`config.mk`:
```
export PLATFORM = sky130hd
export DESIGN_NAME = sorted_key_table_with_sum
export DESIGN_NICKNAME = d
export VERILOG_FILES = /design/src/hdl/skt_pkg.sv /design/src/hdl/skt_ctrl.sv /design/src/hdl/skt_dp.sv /design/src/hdl/sorted_key_table_with_sum.sv
export SDC_FILE = /design/constraint.sdc
export NUM_CORES = 1
export LEC_CHECK = 0
export ABC_AREA = 1
export BUFFER_PORTS_ARGS = -buffer_cell sky130_fd_sc_hd__buf_2
export CAP_MARGIN = 20
export CORE_MARGIN = 2
export CORE_UTILIZATION = 61
export CTS_BUF_LIST = sky130_fd_sc_hd__clkbuf_4
export DETAILED_ROUTE_END_ITERATION = 10
export PLACE_DENSITY = 0.81
export SLEW_MARGIN = 20
export SYNTH_ARGS = -nofsm -noshare
export SYNTH_HDL_FRONTEND = slang
export SYNTH_HIERARCHICAL = 1
export SYNTH_SLANG_ARGS = --single-unit
export TNS_END_PERCENT = 30
```
`constraint.sdc`:
```
create_clock -name clk_i -period 6.1 [get_ports clk_i]
set_clock_uncertainty 0.15 [all_clocks]
set_input_delay 1.22 -clock clk_i [delete_from_list [all_inputs] [get_ports clk_i]]
set_output_delay 1.22 -clock clk_i [all_outputs]
set_load 0.02 [all_outputs]
```
`src/hdl/skt_pkg.sv`:
```
// Shared types and constants for the sorted key table.
package skt_pkg;

  localparam int unsigned KEY_W    = 12;
  localparam int unsigned WT_W     = 4;
  localparam int unsigned STATUS_W = 3;
  localparam int unsigned COUNT_W  = 5;
  localparam int unsigned TOTAL_W  = 8;

  typedef enum logic [STATUS_W-1:0] {
    ST_INSERTED  = 3'd0,
    ST_DUPLICATE = 3'd1,
    ST_DROPPED   = 3'd2,
    ST_NOT_FOUND = 3'd3,
    ST_FULL      = 3'd4
  } status_e;

  typedef enum logic {
    OP_INSERT = 1'b0,
    OP_DROP   = 1'b1
  } opcode_e;

  typedef struct packed {
    logic load;
    logic compare;
    logic update;
  } dp_cmd_t;

endpackage

```
`src/hdl/skt_ctrl.sv`:
```
// Controller state machine that sequences one word through the table.
module skt_ctrl (
  input  logic            clk_i,
  input  logic            rst_ni,
  input  logic            in_valid_i,
  output logic            in_stall_o,
  output logic            out_valid_o,
  input  logic            out_stall_i,
  output skt_pkg::dp_cmd_t cmd_o
);
  import skt_pkg::*;

  typedef enum logic [3:0] {
    S_IDLE = 4'b0001,
    S_CMP  = 4'b0010,
    S_UPD  = 4'b0100,
    S_OUT  = 4'b1000
  } state_e;

  state_e state_q, state_d;

  always_comb begin
    state_d = state_q;
    case (state_q)
      S_IDLE: begin
        if (in_valid_i) state_d = S_CMP;
      end
      S_CMP: state_d = S_UPD;
      S_UPD: state_d = S_OUT;
      S_OUT: begin
        if (!out_stall_i) state_d = S_IDLE;
      end
      default: state_d = S_IDLE;
    endcase
  end

  always_ff @(posedge clk_i or negedge rst_ni) begin
    if (!rst_ni) begin
      state_q <= S_IDLE;
    end else begin
      state_q <= state_d;
    end
  end

  assign in_stall_o    = (state_q != S_IDLE);
  assign out_valid_o   = (state_q == S_OUT);
  assign cmd_o.load    = (state_q == S_IDLE) && in_valid_i;
  assign cmd_o.compare = (state_q == S_CMP);
  assign cmd_o.update  = (state_q == S_UPD);

endmodule

```
`src/hdl/skt_dp.sv`:
```
// Datapath: a row of sorted cells with per-cell comparators, count, total and result register.
module skt_dp #(
  parameter int unsigned TABLE_DEPTH = 16
) (
  input  logic                          clk_i,
  input  logic                          rst_ni,
  input  skt_pkg::dp_cmd_t              cmd_i,
  input  logic                          opcode_i,
  input  logic [1:0]                    key_class_i,
  input  logic [9:0]                    key_number_i,
  input  logic [skt_pkg::WT_W-1:0]      weight_i,
  output logic [skt_pkg::STATUS_W-1:0]  status_o,
  output logic [skt_pkg::COUNT_W-1:0]   entry_count_o,
  output logic [skt_pkg::TOTAL_W-1:0]   weight_total_o
);
  import skt_pkg::*;

  localparam int unsigned CntW = $clog2(TABLE_DEPTH + 1);
  localparam int unsigned TotW = $clog2(TABLE_DEPTH * 15 + 1);

  logic                op_q;
  logic [KEY_W-1:0]    key_q;
  logic [WT_W-1:0]     wt_q;

  logic [KEY_W-1:0]    cell_key_q [TABLE_DEPTH];
  logic [WT_W-1:0]     cell_wt_q  [TABLE_DEPTH];
  logic [TABLE_DEPTH-1:0] lt_q, eq_q, lt_d, eq_d;

  logic [CntW-1:0]     count_q, count_d;
  logic [TotW-1:0]     total_q, total_d;

  logic [STATUS_W-1:0] status_q;
  status_e             status_d;
  logic [COUNT_W-1:0]  count_out_q;
  logic [TOTAL_W-1:0]  total_out_q;

  logic                hit;
  logic                full;
  logic [WT_W-1:0]     hit_wt;
  logic                do_ins, do_drop;

  logic [CntW+COUNT_W-1:0] count_wide;
  logic [TotW+TOTAL_W-1:0] total_wide;

  always_ff @(posedge clk_i) begin
    if (cmd_i.load) begin
      op_q  <= opcode_i;
      key_q <= {key_class_i, key_number_i};
      wt_q  <= weight_i;
    end
  end

  // Only cells below the fill count take part in the compare.
  for (genvar i = 0; i < TABLE_DEPTH; i++) begin : g_cmp
    logic cell_valid;
    assign cell_valid = (count_q > CntW'(i));
    assign lt_d[i] = cell_valid && (cell_key_q[i] < key_q);
    assign eq_d[i] = cell_valid && (cell_key_q[i] == key_q);
  end

  always_ff @(posedge clk_i) begin
    if (cmd_i.compare) begin
      lt_q <= lt_d;
      eq_q <= eq_d;
    end
  end

  always_comb begin
    hit_wt = '0;
    for (int i = 0; i < TABLE_DEPTH; i++) begin
      hit_wt = hit_wt | (eq_q[i] ? cell_wt_q[i] : '0);
    end
  end

  assign hit     = |eq_q;
  assign full    = (count_q == CntW'(TABLE_DEPTH));
  assign do_ins  = cmd_i.update && (op_q == OP_INSERT) && !hit && !full;
  assign do_drop = cmd_i.update && (op_q == OP_DROP) && hit;

  // Since the row is sorted, the less-than flags form a prefix, so each cell
  // decides its next contents from its own flag and its neighbor's.
  for (genvar i = 0; i < TABLE_DEPTH; i++) begin : g_cell
    logic [KEY_W-1:0] nkey;
    logic [WT_W-1:0]  nwt;
    always_comb begin
      nkey = cell_key_q[i];
      nwt  = cell_wt_q[i];
      if (do_ins && !lt_q[i]) begin
        if (i == 0) begin
          nkey = key_q;
          nwt  = wt_q;
        end else if (lt_q[(i == 0) ? 0 : i-1]) begin
          nkey = key_q;
          nwt  = wt_q;
        end else begin
          nkey = cell_key_q[(i == 0) ? 0 : i-1];
          nwt  = cell_wt_q[(i == 0) ? 0 : i-1];
        end
      end else if (do_drop && !lt_q[i] && (i < TABLE_DEPTH - 1)) begin
        nkey = cell_key_q[(i < TABLE_DEPTH - 1) ? i+1 : i];
        nwt  = cell_wt_q[(i < TABLE_DEPTH - 1) ? i+1 : i];
      end
    end
    always_ff @(posedge clk_i) begin
      cell_key_q[i] <= nkey;
      cell_wt_q[i]  <= nwt;
    end
  end

  always_comb begin
    count_d  = count_q;
    total_d  = total_q;
    status_d = ST_INSERTED;
    if (op_q == OP_INSERT) begin
      if (hit) begin
        status_d = ST_DUPLICATE;
      end else if (full) begin
        status_d = ST_FULL;
      end else begin
        status_d = ST_INSERTED;
        count_d  = count_q + CntW'(1);
        total_d  = total_q + TotW'(wt_q);
      end
    end else begin
      if (hit) begin
        status_d = ST_DROPPED;
        count_d  = count_q - CntW'(1);
        total_d  = (total_q >= TotW'(hit_wt)) ? total_q - TotW'(hit_wt) : '0;
      end else begin
        status_d = ST_NOT_FOUND;
      end
    end
  end

  assign count_wide = {{COUNT_W{1'b0}}, count_d};
  assign total_wide = {{TOTAL_W{1'b0}}, total_d};

  always_ff @(posedge clk_i or negedge rst_ni) begin
    if (!rst_ni) begin
      count_q <= '0;
      total_q <= '0;
    end else if (cmd_i.update) begin
      count_q <= count_d;
      total_q <= total_d;
    end
  end

  // The reported total saturates; the count is reported modulo 32.
  always_ff @(posedge clk_i) begin
    if (cmd_i.update) begin
      status_q    <= status_d;
      count_out_q <= count_wide[COUNT_W-1:0];
      total_out_q <= (total_wide > (TotW+TOTAL_W)'(255)) ? 8'hFF
                                                         : total_wide[TOTAL_W-1:0];
    end
  end

  assign status_o       = status_q;
  assign entry_count_o  = count_out_q;
  assign weight_total_o = total_out_q;

endmodule

```
`src/hdl/sorted_key_table_with_sum.sv`:
```
// Top level of the sorted key table with running weight total.
//
//  channel | direction | handshake              | payload
//  in      | input     | in_valid_i, in_stall_o | opcode_i, key_class_i, key_number_i, weight_i
//  out     | output    | out_valid_o, out_stall_i | status_o, entry_count_o, weight_total_o
//
// A word passes through load, a compare of every cell against the key in parallel,
// then the shift of the cell row and count update before its result is valid.
// The next word can be accepted at the earliest in the cycle after the result is taken;
// the compare flags are registered between the compare and the update.
// Reset clears the count and total at once; cell contents need no clearing.
// While the result is stalled the block holds it and accepts no input.
module sorted_key_table_with_sum #(
  parameter int unsigned TABLE_DEPTH = 16
) (
  input  logic        clk_i,
  input  logic        rst_ni,
  input  logic        in_valid_i,
  output logic        in_stall_o,
  input  logic        opcode_i,
  input  logic [1:0]  key_class_i,
  input  logic [9:0]  key_number_i,
  input  logic [3:0]  weight_i,
  output logic        out_valid_o,
  input  logic        out_stall_i,
  output logic [2:0]  status_o,
  output logic [4:0]  entry_count_o,
  output logic [7:0]  weight_total_o
);
  import skt_pkg::*;

  dp_cmd_t cmd;

  skt_ctrl u_ctrl (
    .clk_i       (clk_i),
    .rst_ni      (rst_ni),
    .in_valid_i  (in_valid_i),
    .in_stall_o  (in_stall_o),
    .out_valid_o (out_valid_o),
    .out_stall_i (out_stall_i),
    .cmd_o       (cmd)
  );

  skt_dp #(
    .TABLE_DEPTH (TABLE_DEPTH)
  ) u_dp (
    .clk_i          (clk_i),
    .rst_ni         (rst_ni),
    .cmd_i          (cmd),
    .opcode_i       (opcode_i),
    .key_class_i    (key_class_i),
    .key_number_i   (key_number_i),
    .weight_i       (weight_i),
    .status_o       (status_o),
    .entry_count_o  (entry_count_o),
    .weight_total_o (weight_total_o)
  );

endmodule
```
=== After elaboration in Yosys (flattened, before gate mapping) ===
Memory sizes are Yosys's and may differ from the RTL's.
Cells that the tools add are included.

* Order comparisons: 34
* Eq/ne operators: 24
* Reductions and logical operators: 89
* Muxes and demuxes: 124
* $add $sub $neg: 4
* Bitwise gates (word level): 16

{| class="wikitable"
|+ Operator list
! cell !! number
|-
| 2-to-1 mux 12 bit || 46
|-
| 2-to-1 mux 4 bit || 64
|-
| equality test 12 bit || 16
|-
| < comparator 12 bit || 16
|-
| logical AND 1 bit || 69
|-
| bitwise OR 4 bit || 15
|-
| greater-than comparator 5 x 4 -> 1 bit (second input constant) || 8
|-
| 2-to-1 mux 8 bit || 5
|-
| greater-than comparator 5 x 3 -> 1 bit (second input constant) || 4
|-
| 2-to-1 mux 5 bit || 4
|-
| logical NOT 1 bit || 18
|-
| one-hot mux 4 bit (4 select lines) || 1
|-
| OR reduction 16 bit || 1
|-
| greater-than comparator 5 x 1 -> 1 bit (second input constant) || 2
|-
| greater-than comparator 5 x 2 -> 1 bit (second input constant) || 2
|-
| 2-to-1 mux 3 bit || 3
|-
| adder 8 x 4 -> 8 bit || 1
|-
| greater-or-equal comparator 8 x 4 -> 1 bit || 1
|-
| greater-than comparator 8 bit (second input constant) || 1
|-
| subtractor 8 x 4 -> 8 bit || 1
|-
| adder 5 x 1 -> 5 bit (second input constant) || 1
|-
| equality test 5 bit (second input constant) || 1
|-
| subtractor 5 x 1 -> 5 bit (second input constant) || 1
|-
| equality test 4 x 1 -> 1 bit (second input constant) || 1
|-
| 8 further kinds || 9
|}

* Bits of input ports: 21
* Output and inout port bits: 18
* RAM bits: 256
* Word-level logic and storage cells: 304
* Memories: 2
* Register bits: 82

{| class="wikitable"
|+ Memory list
! name !! depth !! bits a word !! rd ports !! clocked after Yosys merged registers in !! write ports !! RTL line !! source
|-
| u_dp.cell_key_q || 16 || 12 || 16 || 0 || 16 || skt_dp.sv:25 || <nowiki>logic [KEY_W-1:0] cell_key_q [TABLE_DEPTH];</nowiki>
|-
| u_dp.cell_wt_q || 16 || 4 || 16 || 0 || 16 || skt_dp.sv:26 || <nowiki>logic [WT_W-1:0] cell_wt_q [TABLE_DEPTH];</nowiki>
|}

=== Longest topological paths before layout ===
Gate-level depths: netlist of the first run.
An unclocked memory read counts as a cell.

* Word-level depth: 22
* Depth in mapped cells: 17
* Gate-level depth less buffers: 17

=== Cells and area by module ===
The synthesis of the first run kept the hierarchy.

{| class="wikitable"
|+ By module, submodules not included
! module !! seq. area each (um^2) !! cells each !! area an instance (um^2) !! instances
|-
| skt_dp || 9,964.6 || 2,394 || 20,951.3 || 1
|-
| skt_ctrl || 101.3 || 29 || 231.5 || 1
|}

=== Worst setup path before layout of the first run ===
No wires, ideal clock.

* Path type: input to register
* Start point: input port out_stall_i
* End point: register u_dp.key_q[0] (enable)
* Arrival time: 2.537 ns
* Stages: 3
* Buffers on the path: 0
* Setup slack: 3.000 ns
* Setup time: 0.413 ns
* Required time: 5.537 ns
* Cells stage by stage: inv_1 -> nor2_2 -> nor3_1

{| class="wikitable"
|+ RTL lines
! what !! RTL line !! source
|-
| start: declaration || sorted_key_table_with_sum.sv:25 || <nowiki>input logic out_stall_i,</nowiki>
|-
| end signal: assignment || skt_dp.sv:48 || <nowiki>key_q <= {key_class_i, key_number_i};</nowiki>
|-
| end: declaration || skt_dp.sv:22 || <nowiki>logic [KEY_W-1:0] key_q;</nowiki>
|}

==> summary.txt, run 1 <==
Routing
  • Drt first pass iters: 6
  • # DRC: 0
  • Detail Route Antenna Nets: 0
  • DR vias/cell: roughly 6.2
  • Vias: 18.4k
  • Drt initial violations: ~2.1k
  • Routed WL: ~59 mm
  • DR WL/cell: between 20 and 25 µm

Synthesis
  • Synthesized area per cell: approximately 8.7 µm²
  • Yosys top cell area share: 0.455
  • Synth Net Count: between 2k and 3k
  • Area contributors post-synth: edfxtp_1 (46%), ha_1 (12%), nand2_1 (8.7%)
  • Count leader, synth: nand2_1
  • Synth top cells by count: nand2_1 (493), edfxtp_1 (321), o21ai_0 (311)
  • Area leader, netlist: edfxtp_1
  • EDFF count, synth: 321
  • Cells after synthesis: roughly 2.4k
  • Yosys Warn Count: 6
  • Post-synth cell types: between 40 and 50
  • FF+latch count, synth: between 300 and 400
  • Asr flop ratio synth: 0.0503
  • Synthesized area: 21200 µm²
  • Ys flop type: edfxtp_1
  • Seq/Total Area, Yosys: 0.475

Timing
  • Fmax: 236 MHz
  • Final setup margin: about 1.9 ns
  • Slew HR: 0.255
  • Unrepaired setup endpoints after global routing: false
  • Crit path time final: 4.23 ns
  • Pins Over Slew Limit: 0
  • Worst-margin pin slew: between 1 and 1.5 ns
  • Tcrit/Tclk final: 0.693
  • Final setup violation count: 0
  • Final Hold Viols: 0
  • Final setup TNS: 0 ns

Die
  • Initial Util: 0.616
  • Row count: between 60 and 70
  • Core area: approximately 34000 µm²
  • Die Wd: 190 µm
  • IO Pins: 39
  • Chip Height: 190 µm
  • Die area: around 36000 µm²

Clocking
  • Clock-pin slew on the worst setup and hold paths: around 0.070 ns
  • Post_cts resized: 0
  • Num Clock Sinks: 338
  • CTS H-tree depth: 3
  • Worst-Skew Late Latency: ~0.80 ns
  • CTS tree: built
  • Postcts setup bufs: 0
  • TritonCTS Buffers: between 80 and 90
  • Root Buffer: clkbuf_4
  • Cts hold-fix bufs: 0
  • Clock Path Buffers: 3

Setup path
  • CP Cell Sequence: nor2_1 -> nand2_1 -> nor2_1 -> nand2_1 -> nor2_4 -> a21oi_1 -> inv_1 -> nand2_1 -> nor2_1 -> buf_4
  • Crit path DAT: 4.58 ns
  • Crit path launch: u_dp/eq_q[15]
  • CP peak stage delay: around 0.96 ns
  • Crit-path max FO: 20
  • CP required: approximately 6.5 ns
  • RR Startpoint: u_dp/eq_q[15]
  • CP Capture Type: register
  • Crit Path Class: reg2reg
  • Crit-path slowest cell: nor2_1
  • Kind of cell adding the most delay to the critical path: simple AND/OR/NAND/NOR gates
  • Buffers and inverters on the worst path: 2
  • Startpoint types: register

Global routing
  • Global-route wire length before repair: between 90 and 100 mm
  • Vias in the first global route: between 15k and 20k
  • Antenna violations before repair: 4
  • All-layer global routing usage: 0.329
  • Aggregate global routing overflow: 0
  • Pin count of the biggest net entering global routing: 37

Power and ir drop
  • Comb pwr share: 0.389
  • Peak VDD IR: roughly 310 µV
  • Seq pwr share: 0.381
  • Switching share of power: 0.419
  • Internal power: 4.70 mW
  • Clock power share: 0.230
  • P per Cell Area: 356 nW/µm²
  • Pleak: ~9.3 nW
  • Sw Pwr: ~3.4 mW

Outcome
  • Outcome: finished clean

Finish
  • Design area: approximately 23000 µm²
  • Share of layout cells above drive strength 1: 0.0977
  • Area delta synth->final: 7.42%
  • Fin nets: 2682

Worst hold path
  • Hold WC Path Type: in2async

Placement
  • Placement Cell Area: between 20000 and 25000 µm²
  • Pre-CTS setup slack: between 2 and 2.5 ns
  • Port-buffer cells: 38
  • GP Congestion: 0.940
  • Final HPWL DP: between 40 and 50 mm

Run
  • Max-cap viol count: 0
-- power by group through the flow --
stage	registers (mW)	logic (mW)	clock network, mW
3_3_place_gp	3.11	2.86	0
4_1_cts	3.08	3.05	1.89
2_1_floorplan	2.99	2.12	0
3_5_place_dp	3.12	3.03	0
6_report	3.08	3.15	1.86
5_1_grt	3.11	3.51	1.99
-- metal layers --
metal	wire length, µm	share of wire	GRT usage
met5	33	0.00056	0
met3	6550	0.11	0.0714
met1	23300	0.39	0.436
met2	26600	0.45	0.517
met4	2790	0.047	0.157
-- final timing paths --
kind	slack, ns	endpoint	cells past startpoint
setup / recovery	1.87	u_dp/cell_key_q[1][14]	10
hold / removal	0.24	u_dp/total_q[4]	1
setup reg to reg	1.87	u_dp/cell_key_q[1][14]	10
hold reg to reg	0.39	u_dp/cell_key_q[1][88]	2
max in group asynchronous	5.22	u_dp/count_q[3]	1
min in group clk_i	0.39	u_dp/cell_key_q[1][88]	2
-- layout by cell type (no fill, tap or decap), types with 47 or more instances in the layout --
cell and instances:
a21oi_1 285, clkbuf_4 114, edfxtp_1 321, ha_1 205, inv_1 151, nand2_1 493
nand3_1 60, nor2_1 264, o211ai_1 47, o21ai_0 311
-- registers in the layout, summed over array words and instances (netlist names), 8 cells and up --
signal,flops
u_dp/weight_total_o,8
u_dp/key_q,12
u_dp/cell_wt_q,64
u_dp/lt_q,16
u_dp/total_q,8
u_dp/cell_key_q,192
u_dp/eq_q,16
-- metrics by stage --
step | util | hold slack [ns] | cells | power, mW
after floorplan | - | 0.346 | 2423 | 5.11
after global placement | 0.629 | 0.377 | 2815 | 5.97
after detailed placement | 0.630 | 0.395 | 2818 | 6.16
after CTS | 0.660 | 0.205 | 2961 | 8.02
after global routing | 0.662 | 0.225 | 2964 | 8.61
final | 0.662 | 0.236 | 2964 | 8.09
-- worst register-to-register path: stages, from the launching register on --
cell and delay, ns:
edfxtp_1 0.47, nor2_1 0.15, nand2_1 0.06, nor2_1 0.22, nand2_1 0.51, nor2_4 0.33, a21oi_1 0.13, inv_1 0.08
nand2_1 0.61, nor2_1 0.97, buf_4 0.29
-- kinds of logic (layout without fill, tap and decap cells) --
family                     after synthesis  in the layout  synth area share
DFF                                    338            338             0.475
other                                    0              1                 0
adders and majority gates              207            207             0.123
buffers and inverters                  284            369            0.0535
AOI/OAI and AO/OA                      674            674             0.169
and+or+nand+nor                        915            915             0.177
xor gates and xnor gates                 5              5           0.00207
-- final cells by class --
type	count	area (µm²)
Sequential cell	338	10100
Tap cell	455	569
Timing Repair Buffer	75	483
Antenna cell	1	2.50
Clock buffer	114	856
Clock inverter	29	165
Multi-Input combinational cell	1801	10000
Fill cell	2694	11600
Inverter	151	567
Power figures use the tool's default switching activity.
==> run 2, diff against run 1 <==
--- a/config.mk
+++ b/config.mk
@@ -9,10 +9,10 @@
 export BUFFER_PORTS_ARGS = -buffer_cell sky130_fd_sc_hd__buf_2
 export CAP_MARGIN = 20
 export CORE_MARGIN = 2
-export CORE_UTILIZATION = 61
+export CORE_UTILIZATION = 60
 export CTS_BUF_LIST = sky130_fd_sc_hd__clkbuf_4
 export DETAILED_ROUTE_END_ITERATION = 10
-export PLACE_DENSITY = 0.81
+export PLACE_DENSITY = 0.83
 export SLEW_MARGIN = 20
 export SYNTH_ARGS = -nofsm -noshare
 export SYNTH_HDL_FRONTEND = slang
==> constraint.sdc (replaced) <==
create_clock -name clk_i -period 3.87 [get_ports clk_i]
set_clock_uncertainty 0.15 [all_clocks]
set_input_delay 0.774 -clock clk_i [delete_from_list [all_inputs] [get_ports clk_i]]
set_output_delay 0.774 -clock clk_i [all_outputs]
set_load 0.02 [all_outputs]
==> run 2 against run 1 <==
Critical path depth grew 1. Die area increased by 1.6%. Flip-flop and latch count unchanged. Clock-buffer cell count grew 7. Design area up 1.5%. Global-route usage grew 1.0 points. Core utilization increased by 0.48 points. Critical path type unchanged. Critical endpoint is now u_dp/cell_wt_q[0][4]. Highest routed layer unchanged.
==> summary.txt, run 2 (synthesis results as in run 1) <==
Timing
  • Tcrit/Tclk final: 0.847 (+0.154)
  • Crit path time final: 3.28 ns (-0.949 ns)
  • Final Hold Viols: 0 (unchanged)
  • Unrepaired setup endpoints after global routing: false
  • Fmax: 305 MHz (+29%)
  • Final setup TNS: 0 ns (unchanged)
  • Final setup margin: 0.591 ns (-1.28 ns)
  • Slew HR: 0.248 (-0.00729)
  • Worst-margin pin slew: 1.13 ns (+0.0192 ns)
  • Final setup violation count: 0 (unchanged)
  • Pins Over Slew Limit: 0 (unchanged)

Finish
  • Share of layout cells above drive strength 1: 0.0985 (+0.000783)
  • Commonest non-fill, non-tap cell in the layout: nand2_1
  • Biggest regs: u_dp/cell_key_q: 192 flops, u_dp/cell_wt_q: 64 flops
  • Area delta synth->final: 9.00%
  • Fin nets: 2717 (+1.3%)
  • Layout fillers: 2663 (-1.2%)
  • Top reg by flops: u_dp/cell_key_q
  • Commonest non-fill, non-tap cells in the layout: nand2_1 (493), edfxtp_1 (321), o21ai_0 (311), a21oi_1 (285), nor2_1 (276)
  • Max FFs per register: 192 (unchanged)
  • Post-Route Utilization: 0.667 (+0.00477)
  • Sequential cell area: 10100 µm² (unchanged)
  • Design area: 23100 µm² (+1.5%)
  • Finished Layout Cells: 3005 (+1.4%)
  • Area of the multi-input gates: 10000 µm² (-0.45%)

Routing
  • Detail Route Antenna Nets: 0 (unchanged)
  • Routed WL: 61.5 mm (+3.8%)
  • Drt first pass iters: 6 (unchanged)
  • Drt initial violations: 2234 (+5.3%)
  • DR vias/cell: 6.22 (+0.29%)
  • Vias: 18.7k (+1.7%)
  • # DRC: 0 (unchanged)
  • DR WL/cell: 20.5 µm (+2.3%)

Die
  • IO Pins: 39 (unchanged)
  • Chip Height: 192 µm (+0.81%)
  • Die Wd: 192 µm (+0.81%)
  • Die area: 36800 µm² (+1.6%)
  • Core area: 34600 µm² (+0.74%)
  • Row count: 68 (unchanged)
  • Initial Util: 0.612 (-0.00454)

Clocking
  • Worst-Skew Late Latency: 0.81 ns (about the same)
  • Post_cts resized: 0 (unchanged)
  • TritonCTS Buffers: 88 (+1.1%)
  • Num Clock Sinks: 338 (unchanged)
  • CTS tree: built
  • Root Buffer: clkbuf_4
  • Clock Path Buffers: 3 (unchanged)
  • CTS H-tree depth: 3 (unchanged)
  • Clock-pin slew on the worst setup and hold paths: 0.07 ns (about the same)

Power and ir drop
  • Clock power share: 0.239 (+0.009)
  • Peak VDD IR: 370 µV (+18%)
  • Sw Pwr: 5.42 mW (+60%)
  • Comb pwr share: 0.377 (-0.012)
  • P per Cell Area: 565 nW/µm² (+59%)
  • Pleak: 9.48 nW (+2.3%)
  • Switching share of power: 0.416 (-0.00371)
  • Seq pwr share: 0.384 (+0.003)
  • Internal power: 7.62 mW (+62%)

Placement
  • Count of placed standard cells including taps: 2838 (+0.71%)
  • Pre-CTS setup slack: 0.759 ns (-1.28 ns)
  • Port-buffer cells: 38 (unchanged)
  • Placement Cell Area: 21800 µm² (+0.81%)
  • GP Congestion: 0.966 (+2.7%)
  • Final HPWL DP: 43.7 mm (+2.3%)

Setup path
  • Startpoint types: register
  • Crit Path Class: reg2reg
  • Reg2reg end: u_dp/cell_wt_q[0][4]
  • Reg-to-reg setup timing slack: 0.59 ns (-1.28 ns)
  • Crit-path max FO: 9 (-55%)
  • RR Startpoint: u_dp/eq_q[15]
  • Crit path DAT: 3.58 ns (-1.00 ns)
  • R2R depth: 11 (+1)
  • CP Capture Type: register
  • CP required: 4.17 ns (-2.28 ns)

Run
  • Max-cap viol count: 0 (unchanged)

Global routing
  • Vias in the first global route: 18.1k (+4.3%)
  • Pin count of the biggest net entering global routing: 35 (-5.4%)
  • Aggregate global routing overflow: 0 (unchanged)
  • All-layer global routing usage: 0.339 (+0.0104)
  • Global-route wire length before repair: 96.4 mm (+4.3%)
  • Antenna violations before repair: 2 (-2)

Worst hold path
  • Hold WC Path Type: in2reg
  • Hold wc startpoint: opcode_i
  • Hold Path End: u_dp/op_q
  • Cell depth of the worst hold path: 1

Outcome
  • Outcome: finished clean
## run 2: changes by cell type in the layout (fill, tap and decap cells not counted), moves of 5 or more
cell	before	now
nor2_2	19	10
nor2_1	264	276
buf_4	35	52
dlygate4sd3_1	0	15
clkinv_2	7	2
clkbuf_4	114	121
clkinv_1	14	22
## run 2: area by class of cell
type                    instances  share of cell area
clock buffers                 121              0.0393
flip-flops and latches        338               0.436
repair buffers                109              0.0349
well taps                     455              0.0247
multi-input cells            1801               0.433
clock inverters                29             0.00732
diodes                          1            0.000108
inverters                     151              0.0245
## run 2: what timing repair did
action,in CTS,in global routing
hold endpoints to repair,30,0
hold buffers,15,0
setup endpoints to repair,0,0
buffers inserted,0,0
## run 2: worst max path at each step
stage / start / endpoint / slack, ns / cells past startpoint
finish: u_dp/eq_q[15] / u_dp/cell_wt_q[0][4] / 0.59 / 11
global route: u_dp/cell_wt_q[1][5] / u_dp/total_q[4] / 0.39 / 16
CTS: u_dp/eq_q[15] / u_dp/cell_wt_q[0][4] / 0.69 / 11
detailed placement: u_dp/eq_q[15] / u_dp/cell_wt_q[0][4] / 0.76 / 11
global placement: u_dp/cell_wt_q[1][6] / u_dp/weight_total_o[1] / 0.85 / 15
floorplan: u_ctrl/state_q[1] / u_dp/cell_key_q[0][0] / 0.89 / 7
## run 2: worst max-delay path, cell delays in order (launching register included)
cell	delay, ns
edfxtp_1	0.46
nor2_1	0.15
nand2_1	0.06
nor2_1	0.19
nand2_1	0.20
nor2_4	0.19
a21oi_1	0.12
inv_1	0.09
nand2_1	0.13
buf_4	0.22
nor2_1	0.65
buf_4	0.31
## run 2: metal layers
layer	vias up	part of all wire	track usage	wire, µm
met5	-	0.00018	0	11
met4	2	0.041	0.155	2550
met3	221	0.10	0.0696	6260
met2	1085	0.47	0.557	29200
met1	8698	0.38	0.434	23500
li1	8695	-	-	-
## run 2: through the flow
stage	total power, mW	hold WS, ns
global placement	9.48	0.386
floorplan	8.06	0.328
finish	13.0	0.0546
detailed placement	9.77	0.400
global route	13.8	0.0119
CTS	12.9	0.00831
## run 2: power by group through the flow
stage / Clock [mW] / Combinational (mW) / Sequential (mW)
6_report: 3.12 / 4.91 / 5.01
5_1_grt: 3.32 / 5.45 / 5.07
4_1_cts: 3.15 / 4.75 / 5.00
3_5_place_dp: 0 / 4.70 / 5.07
3_3_place_gp: 0 / 4.42 / 5.06
2_1_floorplan: 0 / 3.35 / 4.71
